<file path="src/hdl/lprt_pkg.sv">
`timescale 1ns / 1ps
// ----------------------------------------------------------------------------
// LRU page replacement tracker package
// Command and status codes shared by the channel interfaces and the tracker.
// ----------------------------------------------------------------------------
package lprt_pkg;

   // Field widths that are fixed by the request and response formats.
   localparam int CMD_BITS    = 2;
   localparam int STATUS_BITS = 3;

   // Request commands. The fourth code has no meaning.
   typedef enum logic [CMD_BITS-1:0] {
      CMD_INSERT = 2'd0,
      CMD_TOUCH  = 2'd1,
      CMD_EVICT  = 2'd2
   } cmd_type;

   // Response status codes.
   typedef enum logic [STATUS_BITS-1:0] {
      STAT_INSERTED = 3'd0,
      STAT_UPDATED  = 3'd1,
      STAT_TOUCHED  = 3'd2,
      STAT_NOTFOUND = 3'd3,
      STAT_EVICTED  = 3'd4,
      STAT_EMPTY    = 3'd5,
      STAT_FULL     = 3'd6
   } status_type;

endpackage

</file>
<file path="src/hdl/lprt_if.sv">
`timescale 1ns / 1ps
// ----------------------------------------------------------------------------
// LRU page replacement tracker channels
// Valid/ready request and response channels with source and sink modports.
// ----------------------------------------------------------------------------

// Request channel: one command with its page number and frame handle.
interface lprt_req_if #(
   parameter int KEY_BITS   = 20,
   parameter int FRAME_BITS = 16
);
   import lprt_pkg::*;

   logic                  valid;
   logic                  ready;
   logic [CMD_BITS-1:0]   command;
   logic [KEY_BITS-1:0]   page_key;
   logic [FRAME_BITS-1:0] frame_value;

   modport source (output valid, command, page_key, frame_value, input ready);
   modport sink   (input valid, command, page_key, frame_value, output ready);
endinterface

// Response channel: status, evicted pair and occupancy after the request.
interface lprt_rsp_if #(
   parameter int KEY_BITS   = 20,
   parameter int FRAME_BITS = 16,
   parameter int OCC_BITS   = 5
);
   import lprt_pkg::*;

   logic                   valid;
   logic                   ready;
   logic [STATUS_BITS-1:0] status;
   logic [KEY_BITS-1:0]    out_key;
   logic [FRAME_BITS-1:0]  out_frame;
   logic [OCC_BITS-1:0]    occupancy;

   modport source (output valid, status, out_key, out_frame, occupancy, input ready);
   modport sink   (input valid, status, out_key, out_frame, occupancy, output ready);
endinterface

</file>
<file path="src/hdl/lru_page_replacement_tracker.sv">
`timescale 1ns / 1ps
// ----------------------------------------------------------------------------
// LRU page replacement tracker
// Holds up to ENTRIES page/frame pairs in recency order with insert, touch
// and evict commands.
// ----------------------------------------------------------------------------
// The sequencer walks the slots one per cycle through the single read port of
// the key and frame memories, comparing keys or looking for the oldest rank.
// It then waits until the output register is free, applies the update to all
// recency ranks at once and writes the response to the output register. The
// request side is ready only while the sequencer is idle; a finished response
// may still wait in the output register while the next request is scanned.
// The response interface must be built with OCC_BITS = $clog2(ENTRIES + 1)
// and both interfaces with the same KEY_BITS and FRAME_BITS as this block.
module lru_page_replacement_tracker #(
   parameter int ENTRIES    = 16,
   parameter int KEY_BITS   = 20,
   parameter int FRAME_BITS = 16
) (
   input  logic       clock,
   input  logic       reset,
   lprt_req_if.sink   req_bus,
   lprt_rsp_if.source rsp_bus
);
   import lprt_pkg::*;

   localparam int ADDR_BITS = $clog2(ENTRIES);
   localparam int RANK_BITS = ADDR_BITS;
   localparam int CNT_BITS  = $clog2(ENTRIES + 1);

   typedef enum logic [1:0] {
      ST_IDLE,
      ST_SCAN,
      ST_UPDATE
   } state_type;

   // Sequencer and bookkeeping registers.
   state_type             state_ff, state_in;
   logic [CNT_BITS-1:0]   scan_cnt_ff, scan_cnt_in;
   logic                  cmp_vld_ff, cmp_vld_in;
   logic [ADDR_BITS-1:0]  cmp_idx_ff, cmp_idx_in;
   cmd_type               cmd_ff, cmd_in;
   logic [KEY_BITS-1:0]   key_ff, key_in;
   logic [FRAME_BITS-1:0] frame_ff, frame_in;
   logic                  hit_ff, hit_in;
   logic [ADDR_BITS-1:0]  hit_slot_ff, hit_slot_in;
   logic [RANK_BITS-1:0]  hit_rank_ff, hit_rank_in;
   logic [KEY_BITS-1:0]   hit_key_ff, hit_key_in;
   logic [FRAME_BITS-1:0] hit_frame_ff, hit_frame_in;
   logic                  free_ff, free_in;
   logic [ADDR_BITS-1:0]  free_slot_ff, free_slot_in;

   // Per-slot state: valid bits and the rotating line of recency ranks.
   logic [ENTRIES-1:0]    valid_ff, valid_in;
   logic [RANK_BITS-1:0]  rank_ff [ENTRIES];
   logic [RANK_BITS-1:0]  rank_in [ENTRIES];
   logic [CNT_BITS-1:0]   count_ff, count_in;

   // Response register.
   logic                  rsp_valid_ff, rsp_valid_in;
   status_type            rsp_status_ff, rsp_status_in;
   logic [KEY_BITS-1:0]   rsp_key_ff, rsp_key_in;
   logic [FRAME_BITS-1:0] rsp_frame_ff, rsp_frame_in;
   logic [CNT_BITS-1:0]   rsp_occ_ff, rsp_occ_in;

   // Key and frame memories with a registered read port.
   logic [KEY_BITS-1:0]   key_mem   [ENTRIES];
   logic [FRAME_BITS-1:0] frame_mem [ENTRIES];
   logic [KEY_BITS-1:0]   key_rd_ff;
   logic [FRAME_BITS-1:0] frame_rd_ff;
   logic [ADDR_BITS-1:0]  rd_addr;
   logic [ADDR_BITS-1:0]  wr_addr;
   logic                  key_we;
   logic                  frame_we;
   logic [KEY_BITS-1:0]   wr_key;
   logic [FRAME_BITS-1:0] wr_frame;

   logic [CNT_BITS-1:0]   oldest_rank;
   logic                  slot_match;
   logic                  commit;

   assign rd_addr     = scan_cnt_ff[ADDR_BITS-1:0];
   assign oldest_rank = count_ff - CNT_BITS'(1);
   assign commit      = !rsp_valid_ff || rsp_bus.ready;

   // The slot under compare is a match for the current command.
   always_comb begin
      if (cmd_ff == CMD_EVICT) begin
         slot_match = valid_ff[cmp_idx_ff] && (CNT_BITS'(rank_ff[0]) == oldest_rank);
      end else begin
         slot_match = valid_ff[cmp_idx_ff] && (key_rd_ff == key_ff);
      end
   end

   // Sequencer next-state logic.
   always_comb begin
      state_in      = state_ff;
      scan_cnt_in   = scan_cnt_ff;
      cmp_vld_in    = cmp_vld_ff;
      cmp_idx_in    = cmp_idx_ff;
      cmd_in        = cmd_ff;
      key_in        = key_ff;
      frame_in      = frame_ff;
      hit_in        = hit_ff;
      hit_slot_in   = hit_slot_ff;
      hit_rank_in   = hit_rank_ff;
      hit_key_in    = hit_key_ff;
      hit_frame_in  = hit_frame_ff;
      free_in       = free_ff;
      free_slot_in  = free_slot_ff;
      valid_in      = valid_ff;
      rank_in       = rank_ff;
      count_in      = count_ff;
      rsp_valid_in  = rsp_valid_ff;
      rsp_status_in = rsp_status_ff;
      rsp_key_in    = rsp_key_ff;
      rsp_frame_in  = rsp_frame_ff;
      rsp_occ_in    = rsp_occ_ff;
      wr_addr       = hit_slot_ff;
      key_we        = 1'b0;
      frame_we      = 1'b0;
      wr_key        = key_ff;
      wr_frame      = frame_ff;

      // A taken response frees the output register.
      if (rsp_valid_ff && rsp_bus.ready) begin
         rsp_valid_in = 1'b0;
      end

      unique case (state_ff)
         ST_IDLE: begin
            if (req_bus.valid) begin
               cmd_in      = cmd_type'(req_bus.command);
               key_in      = req_bus.page_key;
               frame_in    = req_bus.frame_value;
               scan_cnt_in = '0;
               cmp_vld_in  = 1'b0;
               hit_in      = 1'b0;
               free_in     = 1'b0;
               state_in    = ST_SCAN;
            end
         end

         ST_SCAN: begin
            // Issue one slot address a cycle; the compare follows in the next cycle.
            if (scan_cnt_ff < CNT_BITS'(ENTRIES)) begin
               cmp_vld_in  = 1'b1;
               cmp_idx_in  = rd_addr;
               scan_cnt_in = scan_cnt_ff + CNT_BITS'(1);
            end else begin
               cmp_vld_in = 1'b0;
               state_in   = ST_UPDATE;
            end

            if (cmp_vld_ff) begin
               // The head of the rank line always holds the slot under compare.
               for (int i = 0; i < ENTRIES; i++) begin
                  rank_in[i] = rank_ff[(i + 1) % ENTRIES];
               end
               if (slot_match && !hit_ff) begin
                  hit_in       = 1'b1;
                  hit_slot_in  = cmp_idx_ff;
                  hit_rank_in  = rank_ff[0];
                  hit_key_in   = key_rd_ff;
                  hit_frame_in = frame_rd_ff;
               end
               if (!valid_ff[cmp_idx_ff] && !free_ff) begin
                  free_in      = 1'b1;
                  free_slot_in = cmp_idx_ff;
               end
            end
         end

         ST_UPDATE: begin
            if (commit) begin
               rsp_valid_in  = 1'b1;
               rsp_status_in = STAT_NOTFOUND;
               rsp_key_in    = '0;
               rsp_frame_in  = '0;
               state_in      = ST_IDLE;

               unique case (cmd_ff)
                  CMD_INSERT: begin
                     if (hit_ff) begin
                        // Present page: new frame and move to the front.
                        frame_we      = 1'b1;
                        rsp_status_in = STAT_UPDATED;
                        for (int i = 0; i < ENTRIES; i++) begin
                           if (ADDR_BITS'(i) == hit_slot_ff) begin
                              rank_in[i] = '0;
                           end else if (valid_ff[i] && (rank_ff[i] < hit_rank_ff)) begin
                              rank_in[i] = rank_ff[i] + RANK_BITS'(1);
                           end
                        end
                     end else if ((count_ff >= CNT_BITS'(ENTRIES)) || !free_ff) begin
                        rsp_status_in = STAT_FULL;
                     end else begin
                        // New page in the lowest free slot; every other valid entry ages.
                        wr_addr       = free_slot_ff;
                        key_we        = 1'b1;
                        frame_we      = 1'b1;
                        valid_in[free_slot_ff] = 1'b1;
                        count_in      = count_ff + CNT_BITS'(1);
                        rsp_status_in = STAT_INSERTED;
                        for (int i = 0; i < ENTRIES; i++) begin
                           if (ADDR_BITS'(i) == free_slot_ff) begin
                              rank_in[i] = '0;
                           end else if (valid_ff[i]) begin
                              rank_in[i] = rank_ff[i] + RANK_BITS'(1);
                           end
                        end
                     end
                  end

                  CMD_TOUCH: begin
                     if (hit_ff) begin
                        rsp_status_in = STAT_TOUCHED;
                        for (int i = 0; i < ENTRIES; i++) begin
                           if (ADDR_BITS'(i) == hit_slot_ff) begin
                              rank_in[i] = '0;
                           end else if (valid_ff[i] && (rank_ff[i] < hit_rank_ff)) begin
                              rank_in[i] = rank_ff[i] + RANK_BITS'(1);
                           end
                        end
                     end
                  end

                  CMD_EVICT: begin
                     if ((count_ff != '0) && hit_ff) begin
                        valid_in[hit_slot_ff] = 1'b0;
                        rank_in[hit_slot_ff]  = '0;
                        count_in              = count_ff - CNT_BITS'(1);
                        rsp_status_in         = STAT_EVICTED;
                        rsp_key_in            = hit_key_ff;
                        rsp_frame_in          = hit_frame_ff;
                     end else begin
                        rsp_status_in = STAT_EMPTY;
                     end
                  end

                  default: begin
                     rsp_status_in = STAT_NOTFOUND;
                  end
               endcase

               rsp_occ_in = count_in;
            end
         end

         default: begin
            state_in = ST_IDLE;
         end
      endcase
   end

   // State and registered outputs.
   always_ff @(posedge clock) begin
      if (reset) begin
         state_ff     <= ST_IDLE;
         scan_cnt_ff  <= '0;
         cmp_vld_ff   <= 1'b0;
         hit_ff       <= 1'b0;
         free_ff      <= 1'b0;
         valid_ff     <= '0;
         count_ff     <= '0;
         rsp_valid_ff <= 1'b0;
         for (int i = 0; i < ENTRIES; i++) begin
            rank_ff[i] <= '0;
         end
      end else begin
         state_ff     <= state_in;
         scan_cnt_ff  <= scan_cnt_in;
         cmp_vld_ff   <= cmp_vld_in;
         hit_ff       <= hit_in;
         free_ff      <= free_in;
         valid_ff     <= valid_in;
         count_ff     <= count_in;
         rsp_valid_ff <= rsp_valid_in;
         rank_ff      <= rank_in;
      end
      cmp_idx_ff    <= cmp_idx_in;
      cmd_ff        <= cmd_in;
      key_ff        <= key_in;
      frame_ff      <= frame_in;
      hit_slot_ff   <= hit_slot_in;
      hit_rank_ff   <= hit_rank_in;
      hit_key_ff    <= hit_key_in;
      hit_frame_ff  <= hit_frame_in;
      free_slot_ff  <= free_slot_in;
      rsp_status_ff <= rsp_status_in;
      rsp_key_ff    <= rsp_key_in;
      rsp_frame_ff  <= rsp_frame_in;
      rsp_occ_ff    <= rsp_occ_in;
   end

   // Key and frame memories: one write port, one registered read port.
   always_ff @(posedge clock) begin
      if (key_we) begin
         key_mem[wr_addr] <= wr_key;
      end
      if (frame_we) begin
         frame_mem[wr_addr] <= wr_frame;
      end
      key_rd_ff   <= key_mem[rd_addr];
      frame_rd_ff <= frame_mem[rd_addr];
   end

   // Channel outputs.
   assign req_bus.ready     = (state_ff == ST_IDLE);
   assign rsp_bus.valid     = rsp_valid_ff;
   assign rsp_bus.status    = rsp_status_ff;
   assign rsp_bus.out_key   = rsp_key_ff;
   assign rsp_bus.out_frame = rsp_frame_ff;
   assign rsp_bus.occupancy = rsp_occ_ff;

   // The fill count always agrees with the valid bits.
   a_count_matches_valid: assert property (
      @(posedge clock) disable iff (reset)
      $countones(valid_ff) == 32'(count_ff)
   ) else $error("entry count differs from the number of valid slots");

   // The store never holds more than its capacity.
   a_count_in_range: assert property (
      @(posedge clock) disable iff (reset)
      count_ff <= CNT_BITS'(ENTRIES)
   ) else $error("entry count exceeds capacity");

   // A response appears only out of the update step.
   a_rsp_from_update: assert property (
      @(posedge clock) disable iff (reset)
      $rose(rsp_valid_ff) |-> $past(state_ff == ST_UPDATE)
   ) else $error("response raised outside the update step");

endmodule
</file>
<file path="src/flat_wrapper.sv">
// flat-port wrapper written by rule: the top's interface ports become plain ports
module lru_page_replacement_tracker_flat import lprt_pkg::*;
#(
   parameter int ENTRIES    = 16,
   parameter int KEY_BITS   = 20,
   parameter int FRAME_BITS = 16
)
  (clock, reset, req_bus_valid, req_bus_command, req_bus_page_key, req_bus_frame_value, req_bus_ready, rsp_bus_valid, rsp_bus_status, rsp_bus_out_key, rsp_bus_out_frame, rsp_bus_occupancy, rsp_bus_ready);
  lprt_req_if #(.KEY_BITS(KEY_BITS), .FRAME_BITS(FRAME_BITS)) req_bus_i ();
  lprt_rsp_if #(.KEY_BITS(KEY_BITS), .FRAME_BITS(FRAME_BITS)) rsp_bus_i ();
  input  logic clock;
  input  logic reset;
  input wire logic [$bits(req_bus_i.valid)-1:0] req_bus_valid;
  input wire logic [$bits(req_bus_i.command)-1:0] req_bus_command;
  input wire logic [$bits(req_bus_i.page_key)-1:0] req_bus_page_key;
  input wire logic [$bits(req_bus_i.frame_value)-1:0] req_bus_frame_value;
  output wire logic [$bits(req_bus_i.ready)-1:0] req_bus_ready;
  output wire logic [$bits(rsp_bus_i.valid)-1:0] rsp_bus_valid;
  output wire logic [$bits(rsp_bus_i.status)-1:0] rsp_bus_status;
  output wire logic [$bits(rsp_bus_i.out_key)-1:0] rsp_bus_out_key;
  output wire logic [$bits(rsp_bus_i.out_frame)-1:0] rsp_bus_out_frame;
  output wire logic [$bits(rsp_bus_i.occupancy)-1:0] rsp_bus_occupancy;
  input wire logic [$bits(rsp_bus_i.ready)-1:0] rsp_bus_ready;
  assign req_bus_i.valid = req_bus_valid;
  assign req_bus_i.command = req_bus_command;
  assign req_bus_i.page_key = req_bus_page_key;
  assign req_bus_i.frame_value = req_bus_frame_value;
  assign req_bus_ready = req_bus_i.ready;
  assign rsp_bus_valid = rsp_bus_i.valid;
  assign rsp_bus_status = rsp_bus_i.status;
  assign rsp_bus_out_key = rsp_bus_i.out_key;
  assign rsp_bus_out_frame = rsp_bus_i.out_frame;
  assign rsp_bus_occupancy = rsp_bus_i.occupancy;
  assign rsp_bus_i.ready = rsp_bus_ready;
  lru_page_replacement_tracker #(.ENTRIES(ENTRIES), .KEY_BITS(KEY_BITS), .FRAME_BITS(FRAME_BITS)) u_core (.clock(clock), .reset(reset), .req_bus(req_bus_i), .rsp_bus(rsp_bus_i));
endmodule
</file>
<file path="config.mk">
export PLATFORM = sky130hd
export DESIGN_NAME = lru_page_replacement_tracker_flat
export DESIGN_NICKNAME = d
export VERILOG_FILES = /design/src/hdl/lprt_pkg.sv /design/src/hdl/lprt_if.sv /design/src/hdl/lru_page_replacement_tracker.sv /design/src/flat_wrapper.sv
export SDC_FILE = /design/constraint.sdc
export NUM_CORES = 1
export LEC_CHECK = 0
export BUFFER_PORTS_ARGS = -buffer_cell sky130_fd_sc_hd__buf_2
export CORE_ASPECT_RATIO = 0.7
export CORE_UTILIZATION = 50
export DETAILED_ROUTE_END_ITERATION = 6
export PLACE_DENSITY = 0.75
export RECOVER_POWER = 50
export REMOVE_ABC_BUFFERS = 1
export SYNTH_ARGS = -nofsm -noshare
export SYNTH_HDL_FRONTEND = slang
export SYNTH_SLANG_ARGS = --single-unit
</file>
<file path="constraint.sdc">
create_clock -name clock -period 6.3 [get_ports clock]
set_input_delay 1.26 -clock clock [delete_from_list [all_inputs] [get_ports clock]]
set_output_delay 1.26 -clock clock [all_outputs]
set_load 0.05 [all_outputs]
</file>
==> results.tsv <==
stage	metric	value	unit
finish	most frequent cells in the layout	edfxtp_1 (710), mux4_2 (185), nand2_1 (174)	
clocking	CTS Buf Count	78	
outcome	failing checks	DRC, capacitance limit, slew limit	
logic_synthesis	Ys Warns	0	
floorplanning	num rows	83	
clocking	clk_lat worst skew	640	ps
place	PortBufs	87	
clocking	H-tree Lvls	3	
flow_run	max cap viols	6	
setup_path	CP max-delay cell	clkbuf_1	
logic_synthesis	Post-synth EDFFs	710	
floorplanning	Starting Density	50.79	%
timing	Final Critical Period	4966	ps
grt	largest net degree at the start of global routing	77	
setup_path	cells along the critical path	inv_1 > ha_1 > clkbuf_1 > inv_1 > buf_4 > or4_1 > nand3_1 > a32oi_1 > o22ai_1	
setup_path	CP top delay family	buffers and inverters	
timing	worst-margin pin slew	3576	ps
clocking	CTS tree	yes	
setup_path	CP Capture Type	flop	
setup_path	worst stage delay on the critical path	1730	ps
setup_path	critical path required time	6840	ps
setup_path	Buf/Inv on CP	4	
timing	Final Skew	26.30	ps
setup_path	Worst Path Max Fanout	39	
setup_path	CP Data Arrival Time	5510	ps
setup_path	Crit path top cell by count	inv_1	
clocking	post-CTS setup buffer count	0	
finish	area of the multi-input gates	12790	µm²
floorplanning	Top Ports	88	
routing	Avg WL per Cell	27.58	µm
timing	Setup TNS	0	ps
logic_synthesis	post-synthesis cell area	37450	µm²
place	pre-CTS setup slack	2277	ps
place	GP Congestion	0.9525	
place	Cell Area, Placed	38940	µm²
logic_synthesis	Mapped Cells	2590	
floorplanning	CORE AREA	73730	µm²
routing	first drt pass iteration count	7	
power_and_ir_drop	Leak Pwr	13.13	nW
outcome	outcome	complete, but fails checks	
routing	Routed WL	101400	µm
timing	Hold Vio Cnt, Final	0	
setup_path	CP startpoint kind	flop	
grt	vias in the first global route	23272	
clocking	Clock transition at path regs	60	ps
power_and_ir_drop	pwr dens	304.4	nW/µm²
routing	Final ANT Viol Nets	0	
finish	FILL cells	5667	
timing	Final Cycle Share	78.82	%
place	HPWL reported at the end of detailed placement	60670	µm
grt	Total Routing Usage GR	26.54	%
grt	total congestion overflow	0	
clocking	post-cts hold buffer count	0	
routing	Residual DRC	8	
timing	Max Freq	201.4	MHz
finish	commonest non-fill, non-tap cell in the layout	edfxtp_1	
grt	initial antenna violation count	4	
logic_synthesis	Seq cells post-synth	842	
routing	routed vias	24781	
grt	global-route wire length before repair	150400	µm
clocking	Root Driver	clkbuf_16	
logic_synthesis	Netlist cell types	80	
logic_synthesis	mean post-synth cell area	14.46	µm²
power_and_ir_drop	maximum VDD drop	205.1	µV
timing	post-route setup slack	1334	ps
timing	RSZ-0062 raised after global routing	false	
timing	tightest hold margin	405.4	ps
finish	fin area	41340	µm²
finish	Layout Area Growth over Synthesis	10.40	%
clocking	Clock Sinks	842	
finish	nets	2750	
finish	FF+latch area	23960	µm²
clocking	# resized after CTS	0	
finish	layout cells sized above 1	17.13	%
logic_synthesis	Most used DFF post-synth	edfxtp_1	
routing	via/cell ratio	6.743	
floorplanning	Die Y	231.0	µm
logic_synthesis	register area share after synthesis	63.99	%
timing	Worst slew margin	-138.4	%
clocking	CTS Buffer Depth	3	
power_and_ir_drop	Design Power	12.59	mW
timing	Final Max Slew Viols	261	
routing	Initial DRC Count	3599	
setup_path	CP Class	reg2reg	
timing	final count of negative-setup-slack endpoints	0	
floorplanning	width of the die	329.1	µm
worst_hold_path	HP Class	reg2reg	
logic_synthesis	post-synthesis async set-or-reset flop share	0	%
floorplanning	total die area	76020	µm²
## registers in the layout (all words and copies together), names as in the netlist, 2 cells and up
name	cells
u_core.free_slot_ff	4
u_core.rsp_bus.status	3
u_core.rsp_bus.out_frame	16
u_core.valid_ff	16
u_core.rsp_bus.occupancy	5
u_core.frame_ff	16
u_core.key_ff	20
u_core.hit_frame_ff	16
u_core.key_rd_ff	20
u_core.cmd_ff	2
u_core.key_mem	320
u_core.state_ff	2
u_core.frame_rd_ff	16
u_core.count_ff	5
u_core.frame_mem	256
u_core.hit_key_ff	20
u_core.cmp_idx_ff	4
u_core.rsp_bus.out_key	20
u_core.hit_slot_ff	4
u_core.hit_rank_ff	4
u_core.rank_ff	64
u_core.scan_cnt_ff	5
## cells by family after synthesis
group	count (synthesis)	share of synthesized area (%)
flops	842	63.99
simple gates	680	9.425
compound gates	555	9.802
buf+inv	211	2.152
mux	192	11.31
fa+ha+maj	75	2.506
xor+xnor	35	0.8185
## through the flow
step                util (%)  cells
finish                 56.07   3675
global route           56.07   3675
CTS                    56.20   3674
detailed placement     52.81   3530
global placement       52.81   3530
floorplan                  -   2422
## area by class of cell
type	instances	area share [%]
Inverter	43	0.3904
Timing Repair Buffer	131	1.689
Tap cell	977	2.957
Sequential cell	842	57.96
Multi-Input combinational cell	1537	30.94
Clock buffer	105	5.263
Clock inverter	39	0.7929
Antenna cell	1	0.006053
## where the power goes
part | total [mW] | internal [mW] | switching (mW)
registers | 6.56 | 6.23 | 0.325
logic | 1.35 | 0.510 | 0.840
clock network | 4.68 | 2.58 | 2.10
total | 12.6 | 9.32 | 3.27
## cells in the mapped netlist, types with 9 or more instances
cell type	count	share of area, %
nand4_1	26	0.43
xnor2_1	15	0.35
nor2_1	122	1.2
xor2_1	20	0.47
or2_2	28	0.47
buf_1	18	0.18
a211oi_1	24	0.48
mux4_2	185	11
a22oi_1	11	0.22
a21oi_1	144	1.9
a2111oi_0	15	0.35
o221ai_1	30	0.70
and3_1	74	1.2
a311oi_1	37	0.87
nand3_1	63	0.84
a31oi_1	55	0.92
nor2b_1	9	0.15
edfxtp_1	710	57
o22ai_1	9	0.15
o311ai_0	11	0.26
and2_1	13	0.22
o21ai_0	109	1.5
a21o_1	28	0.56
nand2_1	174	1.7
nor4b_1	12	0.28
ha_1	75	2.5
or3_1	19	0.32
nand2b_1	38	0.63
o211ai_1	18	0.36
nor3_1	45	0.60
dfxtp_1	132	7.1
inv_1	41	0.41
clkbuf_1	139	1.4
buf_2	10	0.13
## path summary, 6_finish.rpt
path	slack, ps	cells after the start	endpoint	start
setup / recovery	1330	9	u_core.rank_ff[59]	u_core.cmd_ff[1]
hold / removal	410	0	u_core.hit_frame_ff[3]	u_core.frame_rd_ff[3]
setup reg to reg	1330	9	u_core.rank_ff[59]	u_core.cmd_ff[1]
hold reg to reg	410	0	u_core.hit_frame_ff[3]	u_core.frame_rd_ff[3]
## routing by layer
metal  wire length (µm)  vias up  GRT usage (%)
met5                 22        -              0
met4               2216        4          6.178
met3              12980      190          8.378
met2              44510     1669          38.50
met1              41640    12448          38.99
li1                   -    10470              -
(Power assumes the default switching activity.)
